$ cat config.mk
export PLATFORM = sky130hd
export DESIGN_NAME = three_term_recurrence_checksum_top
export DESIGN_NICKNAME = d
export VERILOG_FILES = /design/src/hw/rtl/ttrc_pkg.sv /design/src/hw/rtl/ttrc_step.sv /design/src/hw/rtl/ttrc_out_reg.sv /design/src/hw/rtl/three_term_recurrence_checksum_top.sv
export SDC_FILE = /design/constraint.sdc
export NUM_CORES = 1
export LEC_CHECK = 0
export BUFFER_PORTS_ARGS = -buffer_cell sky130_fd_sc_hd__buf_2
export CORE_MARGIN = 2
export CORE_UTILIZATION = 60
export DETAILED_ROUTE_END_ITERATION = 8
export MAX_ROUTING_LAYER = met4
export PLACE_DENSITY = 0.82
export SKIP_CTS_REPAIR_TIMING = 1
export SLEW_MARGIN = 20
export SYNTH_ARGS = -nofsm -noshare
export SYNTH_HDL_FRONTEND = slang
export SYNTH_SLANG_ARGS = --single-unit
$ cat constraint.sdc
create_clock -name aclk -period 35.5 [get_ports aclk]
set_input_delay 7.1 -clock aclk [delete_from_list [all_inputs] [get_ports aclk]]
set_output_delay 7.1 -clock aclk [all_outputs]
set_load 0.05 [all_outputs]
$ cat src/hw/rtl/ttrc_pkg.sv
// Shared types, constants and the mod-65535 fold for the three-term recurrence checksum.
// No dependencies; used by ttrc_step, ttrc_out_reg and the top level.
package ttrc_pkg;

    localparam int unsigned TERM_W  = 16;
    localparam int unsigned POS_W   = 8;
    localparam int unsigned BYTE_W  = 8;
    localparam int unsigned PROD_W  = 26;

    localparam logic [TERM_W-1:0] MODULUS      = 16'hFFFF;
    localparam logic [TERM_W-1:0] FIRST_OFFSET = 16'd7;
    localparam logic [TERM_W-1:0] TERM_ONE     = 16'd1;
    localparam logic [POS_W-1:0]  POS_ONE      = 8'd1;

    typedef struct packed {
        logic [TERM_W-1:0] older_term;
        logic [TERM_W-1:0] newer_term;
        logic [POS_W-1:0]  byte_position;
        logic              in_message;
    } state_t;

    localparam state_t STATE_RESET = '{
        older_term:    TERM_ONE,
        newer_term:    TERM_ONE,
        byte_position: '0,
        in_message:    1'b0
    };

    // 2^16 = 1 mod 65535: add the high part to the low half, then one
    // conditional subtract.
    function automatic logic [TERM_W-1:0] fold_mod(input logic [PROD_W-1:0] x);
        logic [TERM_W:0] s;
        logic [TERM_W:0] s_sub;
        s     = {1'b0, x[TERM_W-1:0]} + {7'b0, x[PROD_W-1:TERM_W]};
        s_sub = s - {1'b0, MODULUS};
        fold_mod = (s >= {1'b0, MODULUS}) ? s_sub[TERM_W-1:0] : s[TERM_W-1:0];
    endfunction

endpackage

$ cat src/hw/rtl/ttrc_step.sv
// Next-state logic of the recurrence: two narrow multiplies, subtract, mod-65535 fold.
// Depends on ttrc_pkg.
module ttrc_step (
    input  ttrc_pkg::state_t                    state_cur,
    input  logic [ttrc_pkg::BYTE_W-1:0]         data_byte,
    input  logic                                last_byte,
    output ttrc_pkg::state_t                    state_nxt,
    output logic [ttrc_pkg::TERM_W-1:0]         checksum
);

    logic [ttrc_pkg::POS_W-1:0]   alpha;
    logic [ttrc_pkg::POS_W-1:0]   beta;
    logic [ttrc_pkg::BYTE_W:0]    coef_a;
    logic [24:0]                  prod_a;
    logic [23:0]                  prod_b;
    logic                         a_ge_b;
    logic [24:0]                  diff;
    logic [ttrc_pkg::TERM_W-1:0]  diff_mod;
    logic [ttrc_pkg::TERM_W:0]    neg_raw;
    logic [ttrc_pkg::TERM_W:0]    neg_sub;
    logic [ttrc_pkg::TERM_W-1:0]  rec_term;
    logic [ttrc_pkg::TERM_W-1:0]  new_term;

    // 17*i and 31*i, both taken mod 256
    assign alpha  = state_cur.byte_position + {state_cur.byte_position[3:0], 4'b0};
    assign beta   = {state_cur.byte_position[2:0], 5'b0} - state_cur.byte_position;
    assign coef_a = {1'b0, data_byte} + {1'b0, alpha};

    assign prod_a = {16'b0, coef_a} * {9'b0, state_cur.newer_term};
    assign prod_b = {16'b0, beta} * {8'b0, state_cur.older_term};

    assign a_ge_b   = prod_a >= {1'b0, prod_b};
    assign diff     = a_ge_b ? (prod_a - {1'b0, prod_b}) : ({1'b0, prod_b} - prod_a);
    assign diff_mod = ttrc_pkg::fold_mod({1'b0, diff});

    // a < b: (1 - d) mod 65535 = (65536 - (d mod 65535)) mod 65535
    assign neg_raw = 17'h10000 - {1'b0, diff_mod};
    assign neg_sub = neg_raw - {1'b0, ttrc_pkg::MODULUS};

    always_comb begin
        if (a_ge_b) begin
            rec_term = diff_mod;
        end else if (neg_raw >= {1'b0, ttrc_pkg::MODULUS}) begin
            rec_term = neg_sub[ttrc_pkg::TERM_W-1:0];
        end else begin
            rec_term = neg_raw[ttrc_pkg::TERM_W-1:0];
        end
    end

    assign new_term = state_cur.in_message ? rec_term
                                           : ({8'b0, data_byte} + ttrc_pkg::FIRST_OFFSET);
    assign checksum = new_term;

    always_comb begin
        if (last_byte) begin
            state_nxt = ttrc_pkg::STATE_RESET;
        end else if (state_cur.in_message) begin
            state_nxt.older_term    = state_cur.newer_term;
            state_nxt.newer_term    = new_term;
            state_nxt.byte_position = state_cur.byte_position + ttrc_pkg::POS_ONE;
            state_nxt.in_message    = 1'b1;
        end else begin
            state_nxt.older_term    = ttrc_pkg::TERM_ONE;
            state_nxt.newer_term    = new_term;
            state_nxt.byte_position = ttrc_pkg::POS_ONE;
            state_nxt.in_message    = 1'b1;
        end
    end

endmodule

$ cat src/hw/rtl/ttrc_out_reg.sv
// Result register on the master side: holds a checksum until its transfer completes.
// Depends on ttrc_pkg.
module ttrc_out_reg (
    input  logic                         aclk,
    input  logic                         aresetn,
    input  logic                         load,
    input  logic [ttrc_pkg::TERM_W-1:0]  load_data,
    output logic                         m_tvalid,
    input  logic                         m_tready,
    output logic [ttrc_pkg::TERM_W-1:0]  m_tdata     // [15:0] checksum
);

    logic                         valid_reg;
    logic [ttrc_pkg::TERM_W-1:0]  data_reg;

    always_ff @(posedge aclk) begin
        if (!aresetn) begin
            valid_reg <= 1'b0;
        end else if (load) begin
            valid_reg <= 1'b1;
        end else if (m_tready) begin
            valid_reg <= 1'b0;
        end
    end

    always_ff @(posedge aclk) begin
        if (load) begin
            data_reg <= load_data;
        end
    end

    assign m_tvalid = valid_reg;
    assign m_tdata  = data_reg;

endmodule

$ cat src/hw/rtl/three_term_recurrence_checksum_top.sv
// Three-term recurrence checksum over a byte stream.
// Throughput: one byte per cycle while no last byte waits for the result register, set by
// the combinational recurrence loop (two narrow multiplies and the mod-65535 fold) between
// the input and state registers; the final checksum is held on m_ by the result register.
// Reset (aresetn low, synchronous): both registers empty, state back to p0 = p1 = 1,
// position 0, next byte starts a message.
module three_term_recurrence_checksum_top (
    input  logic         aclk,
    input  logic         aresetn,
    input  logic         s_tvalid,
    output logic         s_tready,
    input  logic [7:0]   s_tdata,     // [7:0] data_byte
    input  logic         s_tlast,     // last_byte
    output logic         m_tvalid,
    input  logic         m_tready,
    output logic [15:0]  m_tdata      // [15:0] checksum
);

    logic                         in_valid_reg;
    logic [ttrc_pkg::BYTE_W-1:0]  in_byte_reg;
    logic                         in_last_reg;
    ttrc_pkg::state_t             state_reg;
    ttrc_pkg::state_t             state_next;
    logic [ttrc_pkg::TERM_W-1:0]  checksum;
    logic                         advance;
    logic                         emit;

    // a last byte needs room in the result register; others always move on
    assign advance  = in_valid_reg && (!in_last_reg || !m_tvalid || m_tready);
    assign emit     = advance && in_last_reg;
    assign s_tready = !in_valid_reg || advance;

    always_ff @(posedge aclk) begin
        if (!aresetn) begin
            in_valid_reg <= 1'b0;
        end else if (s_tready) begin
            in_valid_reg <= s_tvalid;
        end
    end

    always_ff @(posedge aclk) begin
        if (s_tready) begin
            in_byte_reg <= s_tdata;
            in_last_reg <= s_tlast;
        end
    end

    always_ff @(posedge aclk) begin
        if (!aresetn) begin
            state_reg <= ttrc_pkg::STATE_RESET;
        end else if (advance) begin
            state_reg <= state_next;
        end
    end

    ttrc_step u_step (
        .state_cur (state_reg),
        .data_byte (in_byte_reg),
        .last_byte (in_last_reg),
        .state_nxt (state_next),
        .checksum  (checksum)
    );

    ttrc_out_reg u_out (
        .aclk      (aclk),
        .aresetn   (aresetn),
        .load      (emit),
        .load_data (checksum),
        .m_tvalid  (m_tvalid),
        .m_tready  (m_tready),
        .m_tdata   (m_tdata)
    );

endmodule
==> report_table.html <==
<table>
<tr><th>Metric</th><th>Value</th></tr>
<tr><th colspan="2">Run status</th></tr>
<tr><td>Result of the run</td><td>finished clean</td></tr>
<tr><th colspan="2">Place</th></tr>
<tr><td>Number of buffer cells added on primary ports</td><td>30</td></tr>
<tr><td>Half-perimeter wire length after placement</td><td>39.2 mm</td></tr>
<tr><td>Weighted congestion reported at the end of routability-driven placement</td><td>1.02</td></tr>
<tr><td>Post-placement cell area</td><td>17100 um2</td></tr>
<tr><th colspan="2">Drt</th></tr>
<tr><td>Via-to-Cell Ratio</td><td>6.16</td></tr>
<tr><td>Average wire per cell in the routed design</td><td>20.3 um</td></tr>
<tr><td>Number of design-rule violations left by the first detailed-router iteration</td><td>1415</td></tr>
<tr><td>Post-Route WL</td><td>48.6 mm</td></tr>
<tr><td>Total via count after detailed routing</td><td>14800</td></tr>
<tr><td>Count of TritonRoute iterations in the first routing pass</td><td>6</td></tr>
<tr><td>Remaining antenna violation count after routing</td><td>0</td></tr>
<tr><td>Post-route DRC</td><td>0</td></tr>
<tr><th colspan="2">Yosys</th></tr>
<tr><td>Number of distinct library cell variants in the gate-level netlist after synthesis</td><td>105</td></tr>
<tr><td>Mean instance size in the synthesized netlist</td><td>8.16 um2</td></tr>
<tr><td>Share of the synthesized area in the top cell type</td><td>22.4%</td></tr>
<tr><td>Syn Nets</td><td>2422</td></tr>
<tr><td>Top cells by area, synth</td><td>fa_1 (22%), ha_1 (12%), inv_1 (6.8%), and2_1 (5.8%), dfxtp_1 (5.1%)</td></tr>
<tr><td>Count of flip-flops with a built-in enable after synthesis</td><td>25</td></tr>
<tr><td>Synth Cell Area</td><td>16800 um2</td></tr>
<tr><td>Proportion of register bits with asynchronous set or reset after synthesis</td><td>0%</td></tr>
<tr><td>Largest area contributor in the synthesized netlist</td><td>fa_1</td></tr>
<tr><td>Warning count from the yosys run</td><td>0</td></tr>
<tr><td>Register area share after synthesis</td><td>9.60%</td></tr>
<tr><td>Predominant post-synthesis flop cell</td><td>dfxtp_1</td></tr>
<tr><td>Flip-flop and latch count after synthesis</td><td>68</td></tr>
<tr><td>Number of standard cells after synthesis</td><td>2055</td></tr>
<tr><th colspan="2">Critical path</th></tr>
<tr><td>Slowest-stage cell, CP</td><td>dfxtp_1</td></tr>
<tr><td>Critical path arrival</td><td>18.12 ns</td></tr>
<tr><td>Number of buffer and inverter stages on the critical path</td><td>2</td></tr>
<tr><td>WS Path Type</td><td>flop to flop</td></tr>
<tr><td>Critical path capture point type</td><td>flop</td></tr>
<tr><td>Required arrival time at the worst endpoint</td><td>35.57 ns</td></tr>
<tr><td>Maximum cell stage delay along the critical path</td><td>0.97 ns</td></tr>
<tr><td>Critical-path maximum fanout</td><td>46</td></tr>
<tr><td>Kind of start point of the critical path</td><td>flop</td></tr>
<tr><td>Family of cells with the greatest summed delay on the critical path</td><td>compound AO/OA/AOI/OAI gates</td></tr>
<tr><td>Cell repeated most along the worst path</td><td>a21oi_1</td></tr>
<tr><th colspan="2">Layout</th></tr>
<tr><td>Share of final-layout standard cells stronger than drive strength 1</td><td>5.45%</td></tr>
<tr><td>Largest register FFs</td><td>41</td></tr>
<tr><td>Layout Cell Area excl Fill</td><td>17400 um2</td></tr>
<tr><td>Layout Nets</td><td>2379</td></tr>
<tr><td>Area delta synth-&gt;final</td><td>3.92%</td></tr>
<tr><td>N_diodes</td><td>0</td></tr>
<tr><th colspan="2">Timing</th></tr>
<tr><td>Setup repair after global routing missed its margin</td><td>false</td></tr>
<tr><td>Setup TNS</td><td>0 ns</td></tr>
<tr><td>Final setup violating endpoints</td><td>0</td></tr>
<tr><td>Max Clock Freq</td><td>55.4 MHz</td></tr>
<tr><td>Pins Over Slew Limit</td><td>0</td></tr>
<tr><td>Post-route minimum period</td><td>18.04 ns</td></tr>
<tr><td>Max Clock Skew</td><td>0.00793 ns</td></tr>
<tr><td>Remaining max-slew budget at the tightest pin</td><td>25.7%</td></tr>
<tr><td>Transition time at the pin with the least slew margin</td><td>1.11 ns</td></tr>
<tr><td>Endpoints failing hold</td><td>0</td></tr>
<tr><td>Period Utilization, post-route</td><td>50.8%</td></tr>
<tr><th colspan="2">Clocking</th></tr>
<tr><td>Clock root buffer master</td><td>clkbuf_16</td></tr>
<tr><td>Buffer levels on the longest clock path</td><td>2</td></tr>
<tr><td>H-tree levels</td><td>3</td></tr>
<tr><td>Clock sinks</td><td>68</td></tr>
<tr><td>Insertion delay to the later sink of the worst-skew pair</td><td>0.35 ns</td></tr>
<tr><td>Clock transition at the registers of the reported paths</td><td>0.06 ns</td></tr>
<tr><td>CTS tree</td><td>yes</td></tr>
<tr><td>Cts bufs inserted</td><td>9</td></tr>
<tr><th colspan="2">Floorplan</th></tr>
<tr><td>Area of the placeable core</td><td>27600 um2</td></tr>
<tr><td>Vertical die dimension</td><td>171 um</td></tr>
<tr><td>Die X-Extent</td><td>171 um</td></tr>
<tr><td># IOs</td><td>31</td></tr>
<tr><td>Initial core utilization</td><td>60.7%</td></tr>
<tr><td>Die ar.</td><td>29300 um2</td></tr>
<tr><td>Num rows</td><td>61</td></tr>
<tr><th colspan="2">Global route</th></tr>
<tr><td>GRT Total Usage</td><td>34.7%</td></tr>
<tr><td>Wire length of the first global-routing pass</td><td>77.5 mm</td></tr>
<tr><td>Maximum number of pins on one net before global-route repair</td><td>47</td></tr>
<tr><td>Number of antenna violations at the first check in global routing</td><td>0</td></tr>
<tr><td>Vias in the first global route</td><td>14600</td></tr>
<tr><td>Leftover overflow at the end of global routing</td><td>0</td></tr>
<tr><th colspan="2">Run</th></tr>
<tr><td>Max capacitance violation total</td><td>0</td></tr>
<tr><th colspan="2">Min path</th></tr>
<tr><td>Class of the most critical hold timing path</td><td>flop to flop</td></tr>
</table>
-- metal layers --
layer | GRT usage, % | part of all wire [%]
met1 | 45.3 | 42
met2 | 56.8 | 47
met3 | 4.76 | 8.4
met4 | 9.95 | 2.8
met5 | - | 0
-- tightest hold or removal path, cell delays in order (launching register included) --
cell and delay, ns:
dfxtp_1 0.36, nand3_1 0.08, o211a_1 0.13
-- cells in the mapped netlist, types with 7 or more instances --
cell type,instances
inv_1,302
nand2_1,218
fa_1,188
ha_1,166
and2_1,156
a21oi_1,111
nor2_1,79
xnor2_1,74
clkbuf_1,72
o21ai_0,70
dfxtp_1,43
xor2_1,42
a21o_1,37
nor2b_1,36
o21bai_1,36
nand3_1,32
nor3_1,28
nand2b_1,26
edfxtp_1,25
a22oi_1,21
and3_1,20
a31oi_1,15
mux2i_1,15
a211oi_1,14
o21a_1,13
buf_2,12
nand4_1,12
o211ai_1,11
o31ai_1,9
a221o_1,8
nor4_1,8
o22ai_1,7
or3_1,7
-- stage by stage --
step / hold WS [ns] / worst slack (ns) / utilization (%) / cells
floorplan: 0.479 / 20.30 / - / 2055
detailed placement: 0.603 / 17.76 / 61.9 / 2379
global route: 0.641 / 16.35 / 63.1 / 2395
global placement: 0.596 / 18.35 / 61.9 / 2379
finish: 0.602 / 17.46 / 63.1 / 2395
CTS: 0.611 / 17.56 / 63.1 / 2395
-- worst paths after layout --
kind	from	to	slack [ns]	depth (start not counted)
min reg2reg	state_reg[8]	state_reg[8]	0.60	2
max	state_reg[1]	u_out.m_tdata[0]	17.46	66
max reg2reg	state_reg[1]	u_out.m_tdata[0]	17.46	66
min	state_reg[8]	state_reg[8]	0.60	2
-- layout make-up --
type / instances / area [um2]
flip-flops and latches: 68 / 1610
fillers: 2420 / 10200
inverters: 303 / 1140
clock inverters: 6 / 86.3
clock buffers: 10 / 239
repair buffers: 38 / 210
multi-input cells: 1592 / 13700
well taps: 378 / 473
-- cell usage in the layout, fill, tap and decap left out, types with 7 or more instances in the layout --
cell type and n:
nor2_1 79, o21a_1 13, a31oi_1 15, buf_2 30, o22ai_1 7, nor2b_1 36
clkbuf_16 9, and2_1 156, buf_4 8, o31ai_1 9, nand3_1 32, xnor2_1 70
dfxtp_1 43, a21o_1 37, nand2b_1 26, and3_1 20, xor2_1 42, edfxtp_1 25
o211ai_1 11, mux2i_1 15, inv_1 302, a221o_1 8, or3_1 7, o21bai_1 36
nand2_1 218, a211oi_1 14, o21ai_0 70, nor4_1 8, fa_1 188, ha_1 166
a21oi_1 111, nor3_1 28, nand4_1 12, a22oi_1 21
-- kinds of logic (layout without fill, tap and decap cells) --
| group | count (synthesis) | after routing | share of synthesized area (%) |
|---|---|---|---|
| flip-flops | 68 | 68 | 9.60 |
| AO/OA/AOI/OAI | 446 | 446 | 18.9 |
| AND/OR/NAND/NOR | 653 | 653 | 20.0 |
| multiplexers | 20 | 20 | 1.26 |
| adder cells (fa/ha/maj) | 354 | 354 | 34.8 |
| buffers and inverters | 395 | 357 | 9.05 |
| XOR/XNOR | 119 | 119 | 6.41 |
Power is left out: the tool's default activity adds up to more than one toggle a clock period on the data nets, which glitch-free logic cannot reach.
